**src/sv/assert_macros.svh**
```systemverilog
// Assertion macros shared by the parameter set parser RTL.
// Bodies are empty when SYNTHESIS is defined.
`ifndef ASSERT_MACROS_SVH
`define ASSERT_MACROS_SVH
`ifndef SYNTHESIS
// same-cycle implication
`define HPSP_ASSERT_IMP(lbl, ante, cons) \
    lbl: assert property (@(posedge clk) disable iff (!rst_n) (ante) |-> (cons)) \
        else $error("assertion failed");
// next-cycle implication
`define HPSP_ASSERT_NXT(lbl, ante, cons) \
    lbl: assert property (@(posedge clk) disable iff (!rst_n) (ante) |=> (cons)) \
        else $error("assertion failed");
`else
`define HPSP_ASSERT_IMP(lbl, ante, cons)
`define HPSP_ASSERT_NXT(lbl, ante, cons)
`endif
`endif

```
**src/sv/hpsp_pkg.sv**
```systemverilog
// Package for the parameter set parser: command/status types, codes, SAR tables.
// No dependencies.
package hpsp_pkg;

    localparam logic [7:0] HDR_SPS  = 8'h67;
    localparam logic [7:0] HDR_PPS  = 8'h68;
    localparam logic [7:0] EMU_BYTE = 8'h03;
    localparam logic [7:0] SAR_EXTENDED = 8'd255;
    localparam int NFIELDS = 17;

    localparam logic [1:0] K_NONE = 2'd0;
    localparam logic [1:0] K_SPS  = 2'd1;
    localparam logic [1:0] K_PPS  = 2'd2;

    localparam logic [4:0] FID_TICK  = 5'd13;
    localparam logic [4:0] FID_FIXED = 5'd15;
    localparam logic [4:0] FID_CABAC = 5'd16;

    typedef struct packed {
        logic       hdr;
        logic [7:0] hdr_byte;
        logic       bit_vld;
        logic       bit_val;
        logic       nal_end;
    } hpsp_cmd_t;

    typedef struct packed {
        logic at_header;
    } hpsp_stat_t;

    function automatic logic [7:0] sar_w(input logic [3:0] i);
        logic [7:0] r;
        case (i)
            4'd0:  r = 8'd1;
            4'd1:  r = 8'd12;
            4'd2:  r = 8'd10;
            4'd3:  r = 8'd16;
            4'd4:  r = 8'd40;
            4'd5:  r = 8'd24;
            4'd6:  r = 8'd20;
            4'd7:  r = 8'd32;
            4'd8:  r = 8'd80;
            4'd9:  r = 8'd18;
            4'd10: r = 8'd15;
            4'd11: r = 8'd64;
            4'd12: r = 8'd160;
            4'd13: r = 8'd4;
            4'd14: r = 8'd3;
            default: r = 8'd2;
        endcase
        return r;
    endfunction

    function automatic logic [7:0] sar_h(input logic [3:0] i);
        logic [7:0] r;
        case (i)
            4'd0:  r = 8'd1;
            4'd1:  r = 8'd11;
            4'd2:  r = 8'd11;
            4'd3:  r = 8'd11;
            4'd4:  r = 8'd33;
            4'd5:  r = 8'd11;
            4'd6:  r = 8'd11;
            4'd7:  r = 8'd11;
            4'd8:  r = 8'd33;
            4'd9:  r = 8'd11;
            4'd10: r = 8'd11;
            4'd11: r = 8'd33;
            4'd12: r = 8'd99;
            4'd13: r = 8'd3;
            4'd14: r = 8'd2;
            default: r = 8'd1;
        endcase
        return r;
    endfunction

endpackage

```
**src/sv/hpsp_in_if.sv**
```systemverilog
// Input channel: one raw NAL byte per transaction.
// No dependencies.
interface hpsp_in_if;
    logic       valid;
    logic       ready;
    logic [7:0] data_byte;
    logic       last_byte;
    modport source (output valid, output data_byte, output last_byte, input ready);
    modport sink   (input valid, input data_byte, input last_byte, output ready);
endinterface

```
**src/sv/hpsp_out_if.sv**
```systemverilog
// Output channel: one parsed field per transaction.
// No dependencies.
interface hpsp_out_if;
    logic        valid;
    logic        ready;
    logic [4:0]  field_id;
    logic [32:0] field_value;
    logic        run_end;
    modport source (output valid, output field_id, output field_value, output run_end,
                    input ready);
    modport sink   (input valid, input field_id, input field_value, input run_end,
                    output ready);
endinterface

```
**src/sv/hpsp_syntax.sv**
```systemverilog
// Bit-serial SPS/PPS syntax engine with Exp-Golomb reader and field store.
// Depends on hpsp_pkg.
module hpsp_syntax
    import hpsp_pkg::*;
#(
    parameter int MAX_GOLOMB_BITS = 32,
    parameter int MAX_POC_CYCLE   = 255
)
(
    input  logic        clk,
    input  logic        rst_n,
    input  hpsp_cmd_t   cmd,
    input  logic [4:0]  rd_idx,
    output logic [31:0] rd_data,
    output hpsp_stat_t  stat
);

    localparam int ZW = $clog2(MAX_GOLOMB_BITS + 1);

    localparam logic [6:0] ST_HEADER = 7'd0,  ST_DONE = 7'd1,  ST_PROFILE = 7'd2,
        ST_CONSTR = 7'd3,  ST_LEVEL = 7'd4,  ST_SPSID = 7'd5,  ST_CHROMA = 7'd6,
        ST_SEPPLANE = 7'd7, ST_DEPTHL = 7'd8, ST_DEPTHC = 7'd9, ST_BYPASS = 7'd10,
        ST_MATRIXF = 7'd11, ST_LISTF = 7'd12, ST_DELTA = 7'd13, ST_LOG2FN = 7'd14,
        ST_POCTYPE = 7'd15, ST_LOG2POC = 7'd16, ST_DPOZ = 7'd17, ST_OFFNR = 7'd18,
        ST_OFFTB = 7'd19, ST_NCYCLE = 7'd20, ST_OFFREF = 7'd21, ST_REFS = 7'd22,
        ST_GAPS = 7'd23, ST_WMBS = 7'd24, ST_HMAP = 7'd25, ST_FMO = 7'd26,
        ST_MBAFF = 7'd27, ST_D8 = 7'd28, ST_CROPF = 7'd29, ST_CROP = 7'd30,
        ST_VUI = 7'd31, ST_ARF = 7'd32, ST_ARIDC = 7'd33, ST_SARW = 7'd34,
        ST_SARH = 7'd35, ST_OVF = 7'd36, ST_OVAPP = 7'd37, ST_VSTF = 7'd38,
        ST_VFMT = 7'd39, ST_COLF = 7'd40, ST_COLDESC = 7'd41, ST_CLF = 7'd42,
        ST_CLTOP = 7'd43, ST_CLBOT = 7'd44, ST_TIMF = 7'd45, ST_UNITS = 7'd46,
        ST_TSCALE = 7'd47, ST_FIXED = 7'd48, ST_PPSID = 7'd49, ST_PPSSPS = 7'd50,
        ST_ENTROPY = 7'd51;

    logic [6:0]    step_reg;
    logic          ue_reg;
    logic          info_reg;
    logic [5:0]    need_reg;
    logic [5:0]    got_reg;
    logic [ZW-1:0] zcnt_reg;
    logic [31:0]   acc_reg;
    logic [7:0]    loop_reg;
    logic [7:0]    last_scale_reg;
    logic [7:0]    next_scale_reg;
    logic [1:0]    chroma_reg;
    logic          chroma_big_reg;
    logic          sep_reg;
    logic          fmo_reg;
    logic [31:0]   wmbs_reg;
    logic [31:0]   hmap_reg;
    logic [31:0]   crop_reg [4];
    logic [31:0]   units_reg;
    logic [31:0]   tscale_reg;
    logic [3:0]    list_idx_reg;
    logic [3:0]    list_total_reg;
    logic [6:0]    list_size_reg;
    logic [6:0]    list_pos_reg;
    logic [31:0]   fld_reg [NFIELDS];

    logic          bit_act;
    logic [31:0]   acc_sh;
    logic [5:0]    got_inc;
    logic [32:0]   mask;
    logic          done;
    logic [31:0]   val;
    logic          cat_zero, cat_one, cat_three;
    logic          sx;
    logic [1:0]    sy;
    logic [31:0]   crop3;
    logic [31:0]   width_v, height_v;
    logic [31:0]   hbase;
    logic [7:0]    ns;
    logic [6:0]    pos_inc;
    logic [3:0]    idx_inc;
    logic          hi_prof;
    logic [31:0]   prof;
    logic [3:0]    sar_i;

    function automatic logic cat_three_raw(input logic [1:0] c, input logic big);
        return !big && c == 2'd3;
    endfunction

    assign rd_data        = fld_reg[rd_idx];
    assign stat.at_header = (step_reg == ST_HEADER);

    assign bit_act = cmd.bit_vld && (step_reg != ST_DONE) && (step_reg != ST_HEADER);
    assign acc_sh  = {acc_reg[30:0], cmd.bit_val};
    assign got_inc = got_reg + 6'd1;
    assign mask    = (33'd1 << zcnt_reg) - 33'd1;

    always_comb
    begin
        done = 1'b0;
        val  = acc_sh;
        if (bit_act)
        begin
            if (ue_reg)
            begin
                if (!info_reg)
                begin
                    if (cmd.bit_val && (zcnt_reg == '0))
                    begin
                        done = 1'b1;
                        val  = '0;
                    end
                end
                else if (got_inc >= 6'(zcnt_reg))
                begin
                    done = 1'b1;
                    val  = acc_sh + mask[31:0];
                end
            end
            else if (got_inc >= need_reg)
            begin
                done = 1'b1;
            end
        end
    end

    // crop units and cropped size
    assign cat_zero  = sep_reg || (!chroma_big_reg && chroma_reg == 2'd0);
    assign cat_one   = !sep_reg && !chroma_big_reg && chroma_reg == 2'd1;
    assign cat_three = !sep_reg && !chroma_big_reg && chroma_reg == 2'd3;
    assign sx        = !(cat_zero || cat_three);
    assign sy        = (cat_one && !cat_zero ? 2'd1 : 2'd0) + (fmo_reg ? 2'd0 : 2'd1);
    assign crop3     = (step_reg == ST_CROP) ? val : crop_reg[3];
    assign hbase     = (hmap_reg + 32'd1) << 4;
    assign width_v   = ((wmbs_reg + 32'd1) << 4) - ((crop_reg[0] + crop_reg[1]) << sx);
    assign height_v  = (hbase << (fmo_reg ? 1'b0 : 1'b1)) - ((crop_reg[2] + crop3) << sy);

    // scaling list delta
    assign ns      = val[0] ? (last_scale_reg + 8'((val + 32'd1) >> 1))
                            : (last_scale_reg - 8'(val >> 1));
    assign pos_inc = list_pos_reg + 7'd1;
    assign idx_inc = list_idx_reg + 4'd1;

    assign prof    = fld_reg[0];
    assign hi_prof = prof == 32'd100 || prof == 32'd110 || prof == 32'd122 ||
                     prof == 32'd244 || prof == 32'd44 || prof == 32'd83 ||
                     prof == 32'd86 || prof == 32'd118 || prof == 32'd128 ||
                     prof == 32'd138 || prof == 32'd139 || prof == 32'd134 ||
                     prof == 32'd135;
    assign sar_i   = 4'(val[7:0] - 8'd1);

    always_ff @(posedge clk or negedge rst_n)
    begin
        if (!rst_n)
        begin
            step_reg       <= ST_HEADER;
            ue_reg         <= 1'b0;
            info_reg       <= 1'b0;
            need_reg       <= '0;
            got_reg        <= '0;
            zcnt_reg       <= '0;
            acc_reg        <= '0;
            loop_reg       <= '0;
            last_scale_reg <= 8'd8;
            next_scale_reg <= 8'd8;
            chroma_reg     <= 2'd1;
            chroma_big_reg <= 1'b0;
            sep_reg        <= 1'b0;
            fmo_reg        <= 1'b0;
            list_idx_reg   <= '0;
            list_total_reg <= '0;
            list_size_reg  <= '0;
            list_pos_reg   <= '0;
        end
        else if (cmd.nal_end)
        begin
            step_reg <= ST_HEADER;
        end
        else if (cmd.hdr)
        begin
            step_reg <= ST_DONE;
            got_reg  <= '0;
            acc_reg  <= '0;
            zcnt_reg <= '0;
            info_reg <= 1'b0;
            if (cmd.hdr_byte == HDR_SPS)
            begin
                chroma_reg     <= 2'd1;
                chroma_big_reg <= 1'b0;
                sep_reg        <= 1'b0;
                fmo_reg        <= 1'b0;
                step_reg       <= ST_PROFILE;
                ue_reg         <= 1'b0;
                need_reg       <= 6'd8;
            end
            else if (cmd.hdr_byte == HDR_PPS)
            begin
                step_reg <= ST_PPSID;
                ue_reg   <= 1'b1;
            end
        end
        else if (bit_act)
        begin
            acc_reg <= acc_sh;
            got_reg <= got_inc;
            if (ue_reg && !info_reg)
            begin
                acc_reg <= acc_reg;
                got_reg <= got_reg;
                if (!cmd.bit_val)
                begin
                    if (zcnt_reg < ZW'(MAX_GOLOMB_BITS))
                    begin
                        zcnt_reg <= zcnt_reg + ZW'(1);
                    end
                end
                else
                begin
                    info_reg <= 1'b1;
                    got_reg  <= '0;
                    acc_reg  <= '0;
                end
            end
            if (done)
            begin
                got_reg  <= '0;
                acc_reg  <= '0;
                zcnt_reg <= '0;
                info_reg <= 1'b0;
                ue_reg   <= 1'b1;
                need_reg <= 6'd1;
                case (step_reg)
                    ST_PROFILE:
                    begin
                        step_reg <= ST_CONSTR;
                        ue_reg   <= 1'b0;
                        need_reg <= 6'd8;
                    end
                    ST_CONSTR:
                    begin
                        step_reg <= ST_LEVEL;
                        ue_reg   <= 1'b0;
                        need_reg <= 6'd8;
                    end
                    ST_LEVEL:   step_reg <= ST_SPSID;
                    ST_SPSID:   step_reg <= hi_prof ? ST_CHROMA : ST_LOG2FN;
                    ST_CHROMA:
                    begin
                        chroma_reg     <= val[1:0];
                        chroma_big_reg <= (val > 32'd3);
                        if (val == 32'd3)
                        begin
                            step_reg <= ST_SEPPLANE;
                            ue_reg   <= 1'b0;
                        end
                        else
                        begin
                            step_reg <= ST_DEPTHL;
                        end
                    end
                    ST_SEPPLANE:
                    begin
                        sep_reg  <= val[0];
                        step_reg <= ST_DEPTHL;
                    end
                    ST_DEPTHL:  step_reg <= ST_DEPTHC;
                    ST_DEPTHC:
                    begin
                        step_reg <= ST_BYPASS;
                        ue_reg   <= 1'b0;
                    end
                    ST_BYPASS:
                    begin
                        step_reg <= ST_MATRIXF;
                        ue_reg   <= 1'b0;
                    end
                    ST_MATRIXF:
                    begin
                        list_idx_reg <= '0;
                        if (val[0])
                        begin
                            list_total_reg <= cat_three_raw(chroma_reg, chroma_big_reg)
                                              ? 4'd12 : 4'd8;
                            step_reg       <= ST_LISTF;
                            ue_reg         <= 1'b0;
                        end
                        else
                        begin
                            list_total_reg <= '0;
                            step_reg       <= ST_LOG2FN;
                        end
                    end
                    ST_LISTF:
                    begin
                        if (val[0])
                        begin
                            list_size_reg  <= (list_idx_reg < 4'd6) ? 7'd16 : 7'd64;
                            list_pos_reg   <= '0;
                            last_scale_reg <= 8'd8;
                            next_scale_reg <= 8'd8;
                            step_reg       <= ST_DELTA;
                        end
                        else
                        begin
                            list_idx_reg <= idx_inc;
                            if (idx_inc < list_total_reg)
                            begin
                                step_reg <= ST_LISTF;
                                ue_reg   <= 1'b0;
                            end
                            else
                            begin
                                step_reg <= ST_LOG2FN;
                            end
                        end
                    end
                    ST_DELTA:
                    begin
                        next_scale_reg <= ns;
                        if (ns != 8'd0)
                        begin
                            last_scale_reg <= ns;
                        end
                        list_pos_reg <= pos_inc;
                        if (pos_inc < list_size_reg && ns != 8'd0)
                        begin
                            step_reg <= ST_DELTA;
                        end
                        else
                        begin
                            list_idx_reg <= idx_inc;
                            if (idx_inc < list_total_reg)
                            begin
                                step_reg <= ST_LISTF;
                                ue_reg   <= 1'b0;
                            end
                            else
                            begin
                                step_reg <= ST_LOG2FN;
                            end
                        end
                    end
                    ST_LOG2FN:  step_reg <= ST_POCTYPE;
                    ST_POCTYPE:
                    begin
                        if (val == 32'd0)
                        begin
                            step_reg <= ST_LOG2POC;
                        end
                        else if (val == 32'd1)
                        begin
                            step_reg <= ST_DPOZ;
                            ue_reg   <= 1'b0;
                        end
                        else
                        begin
                            step_reg <= ST_REFS;
                        end
                    end
                    ST_LOG2POC: step_reg <= ST_REFS;
                    ST_DPOZ:    step_reg <= ST_OFFNR;
                    ST_OFFNR:   step_reg <= ST_OFFTB;
                    ST_OFFTB:   step_reg <= ST_NCYCLE;
                    ST_NCYCLE:
                    begin
                        if (val > 32'(MAX_POC_CYCLE))
                        begin
                            loop_reg <= 8'(MAX_POC_CYCLE);
                            step_reg <= ST_OFFREF;
                        end
                        else
                        begin
                            loop_reg <= val[7:0];
                            step_reg <= (val == 32'd0) ? ST_REFS : ST_OFFREF;
                        end
                    end
                    ST_OFFREF:
                    begin
                        loop_reg <= loop_reg - 8'd1;
                        step_reg <= (loop_reg == 8'd1) ? ST_REFS : ST_OFFREF;
                    end
                    ST_REFS:
                    begin
                        step_reg <= ST_GAPS;
                        ue_reg   <= 1'b0;
                    end
                    ST_GAPS:    step_reg <= ST_WMBS;
                    ST_WMBS:    step_reg <= ST_HMAP;
                    ST_HMAP:
                    begin
                        step_reg <= ST_FMO;
                        ue_reg   <= 1'b0;
                    end
                    ST_FMO:
                    begin
                        fmo_reg  <= val[0];
                        step_reg <= val[0] ? ST_D8 : ST_MBAFF;
                        ue_reg   <= 1'b0;
                    end
                    ST_MBAFF:
                    begin
                        step_reg <= ST_D8;
                        ue_reg   <= 1'b0;
                    end
                    ST_D8:
                    begin
                        step_reg <= ST_CROPF;
                        ue_reg   <= 1'b0;
                    end
                    ST_CROPF:
                    begin
                        if (val[0])
                        begin
                            loop_reg <= '0;
                            step_reg <= ST_CROP;
                        end
                        else
                        begin
                            step_reg <= ST_VUI;
                            ue_reg   <= 1'b0;
                        end
                    end
                    ST_CROP:
                    begin
                        loop_reg <= loop_reg + 8'd1;
                        if (loop_reg < 8'd3)
                        begin
                            step_reg <= ST_CROP;
                        end
                        else
                        begin
                            step_reg <= ST_VUI;
                            ue_reg   <= 1'b0;
                        end
                    end
                    ST_VUI:
                    begin
                        step_reg <= val[0] ? ST_ARF : ST_DONE;
                        ue_reg   <= 1'b0;
                    end
                    ST_ARF:
                    begin
                        ue_reg <= 1'b0;
                        if (val[0])
                        begin
                            step_reg <= ST_ARIDC;
                            need_reg <= 6'd8;
                        end
                        else
                        begin
                            step_reg <= ST_OVF;
                        end
                    end
                    ST_ARIDC:
                    begin
                        ue_reg <= 1'b0;
                        if (val[7:0] == SAR_EXTENDED)
                        begin
                            step_reg <= ST_SARW;
                            need_reg <= 6'd16;
                        end
                        else
                        begin
                            step_reg <= ST_OVF;
                        end
                    end
                    ST_SARW:
                    begin
                        step_reg <= ST_SARH;
                        ue_reg   <= 1'b0;
                        need_reg <= 6'd16;
                    end
                    ST_SARH:
                    begin
                        step_reg <= ST_OVF;
                        ue_reg   <= 1'b0;
                    end
                    ST_OVF:
                    begin
                        step_reg <= val[0] ? ST_OVAPP : ST_VSTF;
                        ue_reg   <= 1'b0;
                    end
                    ST_OVAPP:
                    begin
                        step_reg <= ST_VSTF;
                        ue_reg   <= 1'b0;
                    end
                    ST_VSTF:
                    begin
                        ue_reg <= 1'b0;
                        if (val[0])
                        begin
                            step_reg <= ST_VFMT;
                            need_reg <= 6'd4;
                        end
                        else
                        begin
                            step_reg <= ST_CLF;
                        end
                    end
                    ST_VFMT:
                    begin
                        step_reg <= ST_COLF;
                        ue_reg   <= 1'b0;
                    end
                    ST_COLF:
                    begin
                        ue_reg <= 1'b0;
                        if (val[0])
                        begin
                            step_reg <= ST_COLDESC;
                            need_reg <= 6'd24;
                        end
                        else
                        begin
                            step_reg <= ST_CLF;
                        end
                    end
                    ST_COLDESC:
                    begin
                        step_reg <= ST_CLF;
                        ue_reg   <= 1'b0;
                    end
                    ST_CLF:
                    begin
                        if (val[0])
                        begin
                            step_reg <= ST_CLTOP;
                        end
                        else
                        begin
                            step_reg <= ST_TIMF;
                            ue_reg   <= 1'b0;
                        end
                    end
                    ST_CLTOP:   step_reg <= ST_CLBOT;
                    ST_CLBOT:
                    begin
                        step_reg <= ST_TIMF;
                        ue_reg   <= 1'b0;
                    end
                    ST_TIMF:
                    begin
                        step_reg <= val[0] ? ST_UNITS : ST_DONE;
                        ue_reg   <= 1'b0;
                        need_reg <= 6'd32;
                    end
                    ST_UNITS:
                    begin
                        step_reg <= ST_TSCALE;
                        ue_reg   <= 1'b0;
                        need_reg <= 6'd32;
                    end
                    ST_TSCALE:
                    begin
                        step_reg <= ST_FIXED;
                        ue_reg   <= 1'b0;
                    end
                    ST_PPSID:   step_reg <= ST_PPSSPS;
                    ST_PPSSPS:
                    begin
                        step_reg <= ST_ENTROPY;
                        ue_reg   <= 1'b0;
                    end
                    default:    step_reg <= ST_DONE;
                endcase
            end
        end
    end

    // payload: parsed values and working operands
    always_ff @(posedge clk)
    begin
        if (!cmd.nal_end && cmd.hdr && cmd.hdr_byte == HDR_SPS)
        begin
            wmbs_reg    <= '0;
            hmap_reg    <= '0;
            crop_reg[0] <= '0;
            crop_reg[1] <= '0;
            crop_reg[2] <= '0;
            crop_reg[3] <= '0;
            fld_reg[2]  <= 32'd1;
            fld_reg[3]  <= 32'd8;
            fld_reg[11] <= 32'd1;
            fld_reg[12] <= 32'd1;
        end
        else if (!cmd.nal_end && !cmd.hdr && done)
        begin
            case (step_reg)
                ST_PROFILE: fld_reg[0] <= val;
                ST_LEVEL:   fld_reg[1] <= val;
                ST_CHROMA:
                begin
                    if (val <= 32'd3)
                    begin
                        fld_reg[2] <= val;
                    end
                end
                ST_DEPTHL:  fld_reg[3] <= val + 32'd8;
                ST_LOG2FN:  fld_reg[4] <= val + 32'd4;
                ST_LOG2POC: fld_reg[5] <= val + 32'd4;
                ST_REFS:    fld_reg[6] <= val;
                ST_WMBS:    wmbs_reg <= val;
                ST_HMAP:    hmap_reg <= val;
                ST_FMO:
                begin
                    if (val[0])
                    begin
                        fld_reg[7] <= 32'd1;
                        fld_reg[8] <= 32'd0;
                    end
                end
                ST_MBAFF:   fld_reg[8] <= val;
                ST_CROPF:
                begin
                    if (!val[0])
                    begin
                        fld_reg[9]  <= width_v;
                        fld_reg[10] <= height_v;
                    end
                end
                ST_CROP:
                begin
                    crop_reg[loop_reg[1:0]] <= val;
                    if (loop_reg >= 8'd3)
                    begin
                        fld_reg[9]  <= width_v;
                        fld_reg[10] <= height_v;
                    end
                end
                ST_ARIDC:
                begin
                    if (val[7:0] != SAR_EXTENDED && val != 32'd0 && val < 32'd16)
                    begin
                        fld_reg[11] <= {24'd0, sar_w(sar_i)};
                        fld_reg[12] <= {24'd0, sar_h(sar_i)};
                    end
                end
                ST_SARW:    fld_reg[11] <= val;
                ST_SARH:    fld_reg[12] <= val;
                ST_UNITS:   units_reg <= val;
                ST_TSCALE:  tscale_reg <= val;
                ST_FIXED:
                begin
                    fld_reg[13] <= units_reg;
                    fld_reg[14] <= tscale_reg;
                    fld_reg[15] <= val;
                end
                ST_ENTROPY: fld_reg[16] <= val;
                default:    fld_reg[16] <= fld_reg[16];
            endcase
        end
    end

endmodule

```
**src/sv/h264_parameter_set_parser.sv**
```systemverilog
// H.264 SPS/PPS parser. Bytes of one NAL unit arrive one per transaction, header
// byte first, last_byte on the final one. Each payload byte is then shifted,
// MSB first, through the bit-serial syntax engine in state S_BITS, and input
// ready is low meanwhile. Emulation-prevention bytes are dropped without being
// shifted. After the last byte the S_LAST state decides the run; an SPS of 4+
// bytes returns 16 fields, a PPS of 2+ bytes returns the CABAC flag, one field
// per cycle while the sink is ready.
// Depends on hpsp_pkg, hpsp_in_if, hpsp_out_if, hpsp_syntax, assert_macros.svh.
`include "assert_macros.svh"
module h264_parameter_set_parser
    import hpsp_pkg::*;
#(
    parameter int MAX_GOLOMB_BITS = 32,
    parameter int MAX_POC_CYCLE   = 255
)
(
    input  logic clk,
    input  logic rst_n,
    hpsp_in_if.sink    in_bus,
    hpsp_out_if.source out_bus
);

    localparam logic [1:0] S_IDLE = 2'd0;
    localparam logic [1:0] S_BITS = 2'd1;
    localparam logic [1:0] S_LAST = 2'd2;
    localparam logic [1:0] S_OUT  = 2'd3;

    logic [1:0]  state_reg;
    logic [1:0]  zrun_reg;
    logic [1:0]  kind_reg;
    logic [2:0]  bcnt_reg;
    logic [2:0]  bit_cnt_reg;
    logic [7:0]  shift_reg;
    logic        last_reg;
    logic [3:0]  oidx_reg;

    hpsp_cmd_t   cmd;
    hpsp_stat_t  stat;
    logic [4:0]  rd_idx;
    logic [31:0] rd_data;
    logic        in_acc;
    logic        out_acc;
    logic        emit;
    logic        drop;

    assign in_bus.ready = (state_reg == S_IDLE);
    assign in_acc       = in_bus.valid && in_bus.ready;
    assign out_acc      = out_bus.valid && out_bus.ready;
    assign drop         = (in_bus.data_byte == EMU_BYTE) && (zrun_reg == 2'd2);
    assign emit         = (kind_reg == K_SPS && bcnt_reg >= 3'd4) ||
                          (kind_reg == K_PPS && bcnt_reg >= 3'd2);

    assign cmd.hdr      = in_acc && stat.at_header;
    assign cmd.hdr_byte = in_bus.data_byte;
    assign cmd.bit_vld  = (state_reg == S_BITS);
    assign cmd.bit_val  = shift_reg[7];
    assign cmd.nal_end  = (state_reg == S_LAST && !emit) ||
                          (out_acc && out_bus.run_end);

    assign rd_idx              = (kind_reg == K_PPS) ? FID_CABAC : {1'b0, oidx_reg};
    assign out_bus.valid       = (state_reg == S_OUT);
    assign out_bus.field_id    = rd_idx;
    assign out_bus.field_value = (rd_idx == FID_TICK) ? {rd_data, 1'b0} : {1'b0, rd_data};
    assign out_bus.run_end     = (kind_reg == K_PPS) || (rd_idx == FID_FIXED);

    hpsp_syntax #(
        .MAX_GOLOMB_BITS (MAX_GOLOMB_BITS),
        .MAX_POC_CYCLE   (MAX_POC_CYCLE)
    ) u_syntax (
        .clk     (clk),
        .rst_n   (rst_n),
        .cmd     (cmd),
        .rd_idx  (rd_idx),
        .rd_data (rd_data),
        .stat    (stat)
    );

    always_ff @(posedge clk or negedge rst_n)
    begin
        if (!rst_n)
        begin
            state_reg   <= S_IDLE;
            zrun_reg    <= '0;
            kind_reg    <= K_NONE;
            bcnt_reg    <= '0;
            bit_cnt_reg <= '0;
            last_reg    <= 1'b0;
            oidx_reg    <= '0;
        end
        else
        begin
            case (state_reg)
                S_IDLE:
                begin
                    if (in_acc)
                    begin
                        last_reg <= in_bus.last_byte;
                        state_reg <= in_bus.last_byte ? S_LAST : S_IDLE;
                        if (stat.at_header)
                        begin
                            bcnt_reg <= 3'd1;
                            zrun_reg <= '0;
                            kind_reg <= (in_bus.data_byte == HDR_SPS) ? K_SPS :
                                        (in_bus.data_byte == HDR_PPS) ? K_PPS : K_NONE;
                        end
                        else
                        begin
                            if (bcnt_reg < 3'd7)
                            begin
                                bcnt_reg <= bcnt_reg + 3'd1;
                            end
                            if (drop)
                            begin
                                zrun_reg <= '0;
                            end
                            else
                            begin
                                if (in_bus.data_byte == 8'd0)
                                begin
                                    if (zrun_reg < 2'd2)
                                    begin
                                        zrun_reg <= zrun_reg + 2'd1;
                                    end
                                end
                                else
                                begin
                                    zrun_reg <= '0;
                                end
                                bit_cnt_reg <= '0;
                                state_reg   <= S_BITS;
                            end
                        end
                    end
                end
                S_BITS:
                begin
                    bit_cnt_reg <= bit_cnt_reg + 3'd1;
                    if (bit_cnt_reg == 3'd7)
                    begin
                        state_reg <= last_reg ? S_LAST : S_IDLE;
                    end
                end
                S_LAST:
                begin
                    oidx_reg <= '0;
                    if (emit)
                    begin
                        state_reg <= S_OUT;
                    end
                    else
                    begin
                        state_reg <= S_IDLE;
                        kind_reg  <= K_NONE;
                        bcnt_reg  <= '0;
                        zrun_reg  <= '0;
                    end
                end
                S_OUT:
                begin
                    if (out_acc)
                    begin
                        oidx_reg <= oidx_reg + 4'd1;
                        if (out_bus.run_end)
                        begin
                            state_reg <= S_IDLE;
                            kind_reg  <= K_NONE;
                            bcnt_reg  <= '0;
                            zrun_reg  <= '0;
                        end
                    end
                end
                default: state_reg <= S_IDLE;
            endcase
        end
    end

    always_ff @(posedge clk)
    begin
        if (in_acc)
        begin
            shift_reg <= in_bus.data_byte;
        end
        else if (state_reg == S_BITS)
        begin
            shift_reg <= {shift_reg[6:0], 1'b0};
        end
    end

    `HPSP_ASSERT_IMP(a_no_overlap, out_bus.valid, !in_bus.ready)
    `HPSP_ASSERT_NXT(a_run_closes, out_acc && out_bus.run_end, state_reg == S_IDLE)
    `HPSP_ASSERT_NXT(a_bits_eight, state_reg == S_BITS && bit_cnt_reg == 3'd7,
                     state_reg != S_BITS)

endmodule
```
**src/flat_wrapper.sv**
```systemverilog
// flat-port wrapper written by rule: the top's interface ports become plain ports
module h264_parameter_set_parser_flat import hpsp_pkg::*;
#(
    parameter int MAX_GOLOMB_BITS = 32,
    parameter int MAX_POC_CYCLE   = 255
)
  (clk, rst_n, in_bus_valid, in_bus_data_byte, in_bus_last_byte, in_bus_ready, out_bus_valid, out_bus_field_id, out_bus_field_value, out_bus_run_end, out_bus_ready);
  hpsp_in_if in_bus_i ();
  hpsp_out_if out_bus_i ();
  input  logic clk;
  input  logic rst_n;
  input wire logic [$bits(in_bus_i.valid)-1:0] in_bus_valid;
  input wire logic [$bits(in_bus_i.data_byte)-1:0] in_bus_data_byte;
  input wire logic [$bits(in_bus_i.last_byte)-1:0] in_bus_last_byte;
  output wire logic [$bits(in_bus_i.ready)-1:0] in_bus_ready;
  output wire logic [$bits(out_bus_i.valid)-1:0] out_bus_valid;
  output wire logic [$bits(out_bus_i.field_id)-1:0] out_bus_field_id;
  output wire logic [$bits(out_bus_i.field_value)-1:0] out_bus_field_value;
  output wire logic [$bits(out_bus_i.run_end)-1:0] out_bus_run_end;
  input wire logic [$bits(out_bus_i.ready)-1:0] out_bus_ready;
  assign in_bus_i.valid = in_bus_valid;
  assign in_bus_i.data_byte = in_bus_data_byte;
  assign in_bus_i.last_byte = in_bus_last_byte;
  assign in_bus_ready = in_bus_i.ready;
  assign out_bus_valid = out_bus_i.valid;
  assign out_bus_field_id = out_bus_i.field_id;
  assign out_bus_field_value = out_bus_i.field_value;
  assign out_bus_run_end = out_bus_i.run_end;
  assign out_bus_i.ready = out_bus_ready;
  h264_parameter_set_parser #(.MAX_GOLOMB_BITS(MAX_GOLOMB_BITS), .MAX_POC_CYCLE(MAX_POC_CYCLE)) u_core (.clk(clk), .rst_n(rst_n), .in_bus(in_bus_i), .out_bus(out_bus_i));
endmodule
```
**config.mk**
```make
export PLATFORM = sky130hd
export DESIGN_NAME = h264_parameter_set_parser_flat
export DESIGN_NICKNAME = d
export VERILOG_FILES = /design/src/sv/hpsp_pkg.sv /design/src/sv/hpsp_in_if.sv /design/src/sv/hpsp_out_if.sv /design/src/sv/hpsp_syntax.sv /design/src/sv/h264_parameter_set_parser.sv /design/src/flat_wrapper.sv
export VERILOG_INCLUDE_DIRS = /design/src /design/src/sv
export SDC_FILE = /design/constraint.sdc
export NUM_CORES = 2
export LEC_CHECK = 0
export ABC_AREA = 1
export CORE_MARGIN = 4
export CORE_UTILIZATION = 42
export CTS_CLUSTER_DIAMETER = 50
export DETAILED_ROUTE_END_ITERATION = 12
export DONT_BUFFER_PORTS = 1
export GPL_TIMING_DRIVEN = 0
export PLACE_DENSITY = 0.59
export SYNTH_ARGS = -nofsm -noshare
export SYNTH_HDL_FRONTEND = slang
export SYNTH_SLANG_ARGS = --single-unit
export TNS_END_PERCENT = 30
```
**constraint.sdc**
```tcl
create_clock -name clk -period 13.7 [get_ports clk]
set_input_delay 0.685 -clock clk [delete_from_list [all_inputs] [get_ports clk]]
set_output_delay 0.685 -clock clk [all_outputs]
set_load 0.02 [all_outputs]
```
==> qor.yml <==
status:
  status: "finished with violations"
  violations: "max-capacitance violations, max-slew violations"
power_and_ir_drop:
  comb_power_share_pct: 54.8
  switching_power_mw: 7.002
  swShare_pct: 50.29
  clock_power_share_pct: 21.0
  power.total_mw: 13.93
  ir_drop_mv: 0.2130
  leakagePower_nw: 23.05
  p_int_mw: 6.923
  p_seq_share_pct: 24.2
  cellPowerDensity_nw_per_um2: 241.2
detailed_routing:
  via_per_inst: 5.650
  first_pass_iters: 6
  routedWlPerCell_microns: 24.08
  ant_nets: 0
  routed_wl_mm: 192.4
  drt_iter0_drc: 5132
  routed-via-count: 45149
  post-route-drc-count: 0
floorplan:
  start_util_pct: 42.54
  core_region_area_sq_um: 120600
  die-area_sq_um: 127800
  io_pins: 54
  die_x_microns: 357.5
  die_y_microns: 357.5
  rows: 127
setup_path:
  cp_common_cell: "nand2_1"
  path_class: "flop to flop"
  start_kind: "flop"
  slowest_delay_ps: 1080
  end_kind: "flop"
  timing.rr.start: "u_core.u_syntax.zcnt_reg[5]$_DFFE_PN0P_"
  cp-startpoint: "u_core.u_syntax.zcnt_reg[5]$_DFFE_PN0P_"
  cp.arrival_ps: 10500
  slowest_stage: "buf_1"
  required_ps: 14110
  cp_max_fo: 16
finish:
  fillerInstances: 11702
  final_cells: 7991
  stdcell_area_sq_um: 57740
  largest_reg_flops: 512
  nets: 6549
  area_delta_synth_final_pct: 12.52
  multi_input_area_sq_um: 23410
  drive_above_1_share_pct: 5.299
  seqCellArea_sq_um: 24590
yosys:
  synthCells: 6119
  async_flop_share_pct: 12.43
  ys_seq_area_share_pct: 47.93
  yosysTopAreaCell: "edfxtp_1"
  ys_types: 73
  synth_warnings: 0
  syn_avg_cell_area_sq_um: 8.385
  synth_edf_count: 648
  synth_top_area_share_pct: 37.92
  ys_seq_elements: 877
  ys.flop_type: "edfxtp_1"
  synthTopCellsByArea: "edfxtp_1 (38%), nand2_1 (8.9%), ha_1 (6.0%)"
  syn-cell-area_sq_um: 51310
placed_design:
  pre_cts_ws_ps: 3825
  place_inst: 7788
  gp_congestion: 0.9553
  placed_area_sq_um: 53990
  io_buffers: 0
  dp_hpwl_mm: 145.5
clock_network:
  post_cts.repair.setup_buffers: 0
  clock_latency_ps: 740
  clockBufferDepth: 3
  clkTransAtPathRegs_ps: 60
  numCtsBuffers: 107
  cts.htree.levels: 3
  cts_tree: "built"
  clock_sinks: 877
  root_buffer: "clkbuf_16"
sta:
  tns_ps: 0
  finalCritPeriodShare_pct: 73.62
  finalCriticalPeriod_ps: 10090
  max-slew-margin-rel_pct: -6.480
  setup_viol: 0
  grt_setup_unrepaired: "false"
  skew_ps: 90.53
  fin_ws_ps: 3614
  clock.fmax_mhz: 99.15
  slew_viol_final: 18
  worstMarginPinSlew_ps: 1597
  hold_viol_final: 0
grt:
  grt_pass1_wl_mm: 279.4
  antenna_found_initial: 2
  grt.total_usage_pct: 29.50
  grt_start_max_net_pins: 110
  gr-total-overflow: 0
  grt_pass1_vias: 42524
worst_hold_path:
  hold_path.class: "primary input to flop"
  hold_start: "in_bus_data_byte[1]"
job:
  drv_cap: 2
## layout by cell type, fill, tap and decap left out, types with 120 or more instances in the layout
| cell | count |
|---|---|
| o22ai_1 | 129 |
| nand3_1 | 292 |
| xor2_1 | 158 |
| ha_1 | 245 |
| inv_1 | 644 |
| o21ai_0 | 582 |
| nand2_1 | 1216 |
| edfxtp_1 | 648 |
| dfxtp_1 | 120 |
| a21oi_1 | 378 |
| nor2_1 | 720 |
| clkbuf_1 | 209 |
## critical path, delay by kind of cell, from the launching register on
family / cells / cell delay [ps]
AOI/OAI and AO/OA: 10 / 2400
xor gates and xnor gates: 2 / 530
adders and majority gates: 5 / 1840
buffers and inverters: 7 / 2330
DFF: 1 / 450
and+or+nand+nor: 19 / 2250
## per-stage QoR
step                      utilization [%]  hold slack (ps)
after floorplan                         -            389.4
after global placement              44.30            400.1
after detailed placement            44.77            403.4
after CTS                           47.87            134.3
after global routing                47.87            153.3
final                               47.87            184.1
## layout make-up
cell class | instances | area share, %
Buffer | 227 | 1.586
Antenna cell | 1 | 0.004334
Multi-Input combinational cell | 4345 | 40.54
Inverter | 697 | 4.536
Timing Repair Buffer | 32 | 0.8365
Clock inverter | 61 | 1.300
Sequential cell | 877 | 42.59
Clock buffer | 139 | 5.110
Tap cell | 1612 | 3.493
## power groups by stage
stage / Sequential (mW) / Clock (mW) / Combinational (mW)
floorplan: 3.36 / 0 / 4.93
global placement: 3.41 / 0 / 7.34
detailed placement: 3.41 / 0 / 7.41
CTS: 3.36 / 2.96 / 7.46
global route: 3.39 / 3.07 / 8.34
finish: 3.37 / 2.93 / 7.63
## what timing repair did
item                                    CTS  global route
hold buffers                              2             0
endpoints found under the setup margin    0             0
endpoints found under the hold margin   109             0
resized for setup                         0             0
## routing by layer
metal	up-vias	global-route usage, %	part of all wire, %
met5	-	0	0.0068
met4	2	12.62	4.6
met3	385	4.318	8.5
met2	2097	45.57	44
met1	21461	41.48	43
li1	21204	-	-
## Yosys cell counts, drive strengths merged (3+ instances only)
cell / instances
o21a: 14
nand4: 68
ha: 245
buf: 36
dfxtp: 120
nand2: 1238
edfxtp: 648
dfrtp: 107
xor2: 158
o41ai: 3
nand3: 295
mux2i: 40
a31oi: 27
o2111ai: 9
a21o: 11
and2: 3
inv: 678
nor2: 745
a221oi: 5
xnor2: 44
o21bai: 14
o31ai: 11
clkinv: 19
o211ai: 71
nand3b: 14
o21ai: 595
a21oi: 383
a211oi: 10
nor3: 88
o221ai: 11
a22o: 4
a21boi: 12
o22ai: 129
clkbuf: 191
fa: 4
nor4: 36
or2: 10
a311oi: 4
## worst paths after layout
kind | cells after the start | slack, ps | to
worst min-delay path | 2 | 180 | u_core.shift_reg[1]$_DFFE_PP_
worst max-delay path | 43 | 3610 | u_core.u_syntax.fld_reg[10][31]$_DFFE_PP_
worst min register to register | 0 | 400 | u_core.u_syntax.fld_reg[14][2]$_DFFE_PP_
max in group asynchronous | 2 | 12530 | u_core.u_syntax.last_scale_reg[1]$_DFFE_PN0P_
worst max register to register | 43 | 3610 | u_core.u_syntax.fld_reg[10][31]$_DFFE_PP_
min in group asynchronous | 2 | 680 | u_core.u_syntax.acc_reg[19]$_DFFE_PN0P_
## logic make-up after synthesis
logic type / count (synthesis) / share of synthesized area [%]
adders and majority gates: 249 / 6.131
DFF: 877 / 47.93
and+or+nand+nor: 2501 / 20.31
AOI/OAI and AO/OA: 1325 / 14.51
muxes: 40 / 0.7803
other: 1 / 0.007309
xor gates and xnor gates: 202 / 3.448
buffers and inverters: 924 / 6.886
Power figures use the tool's default switching activity.
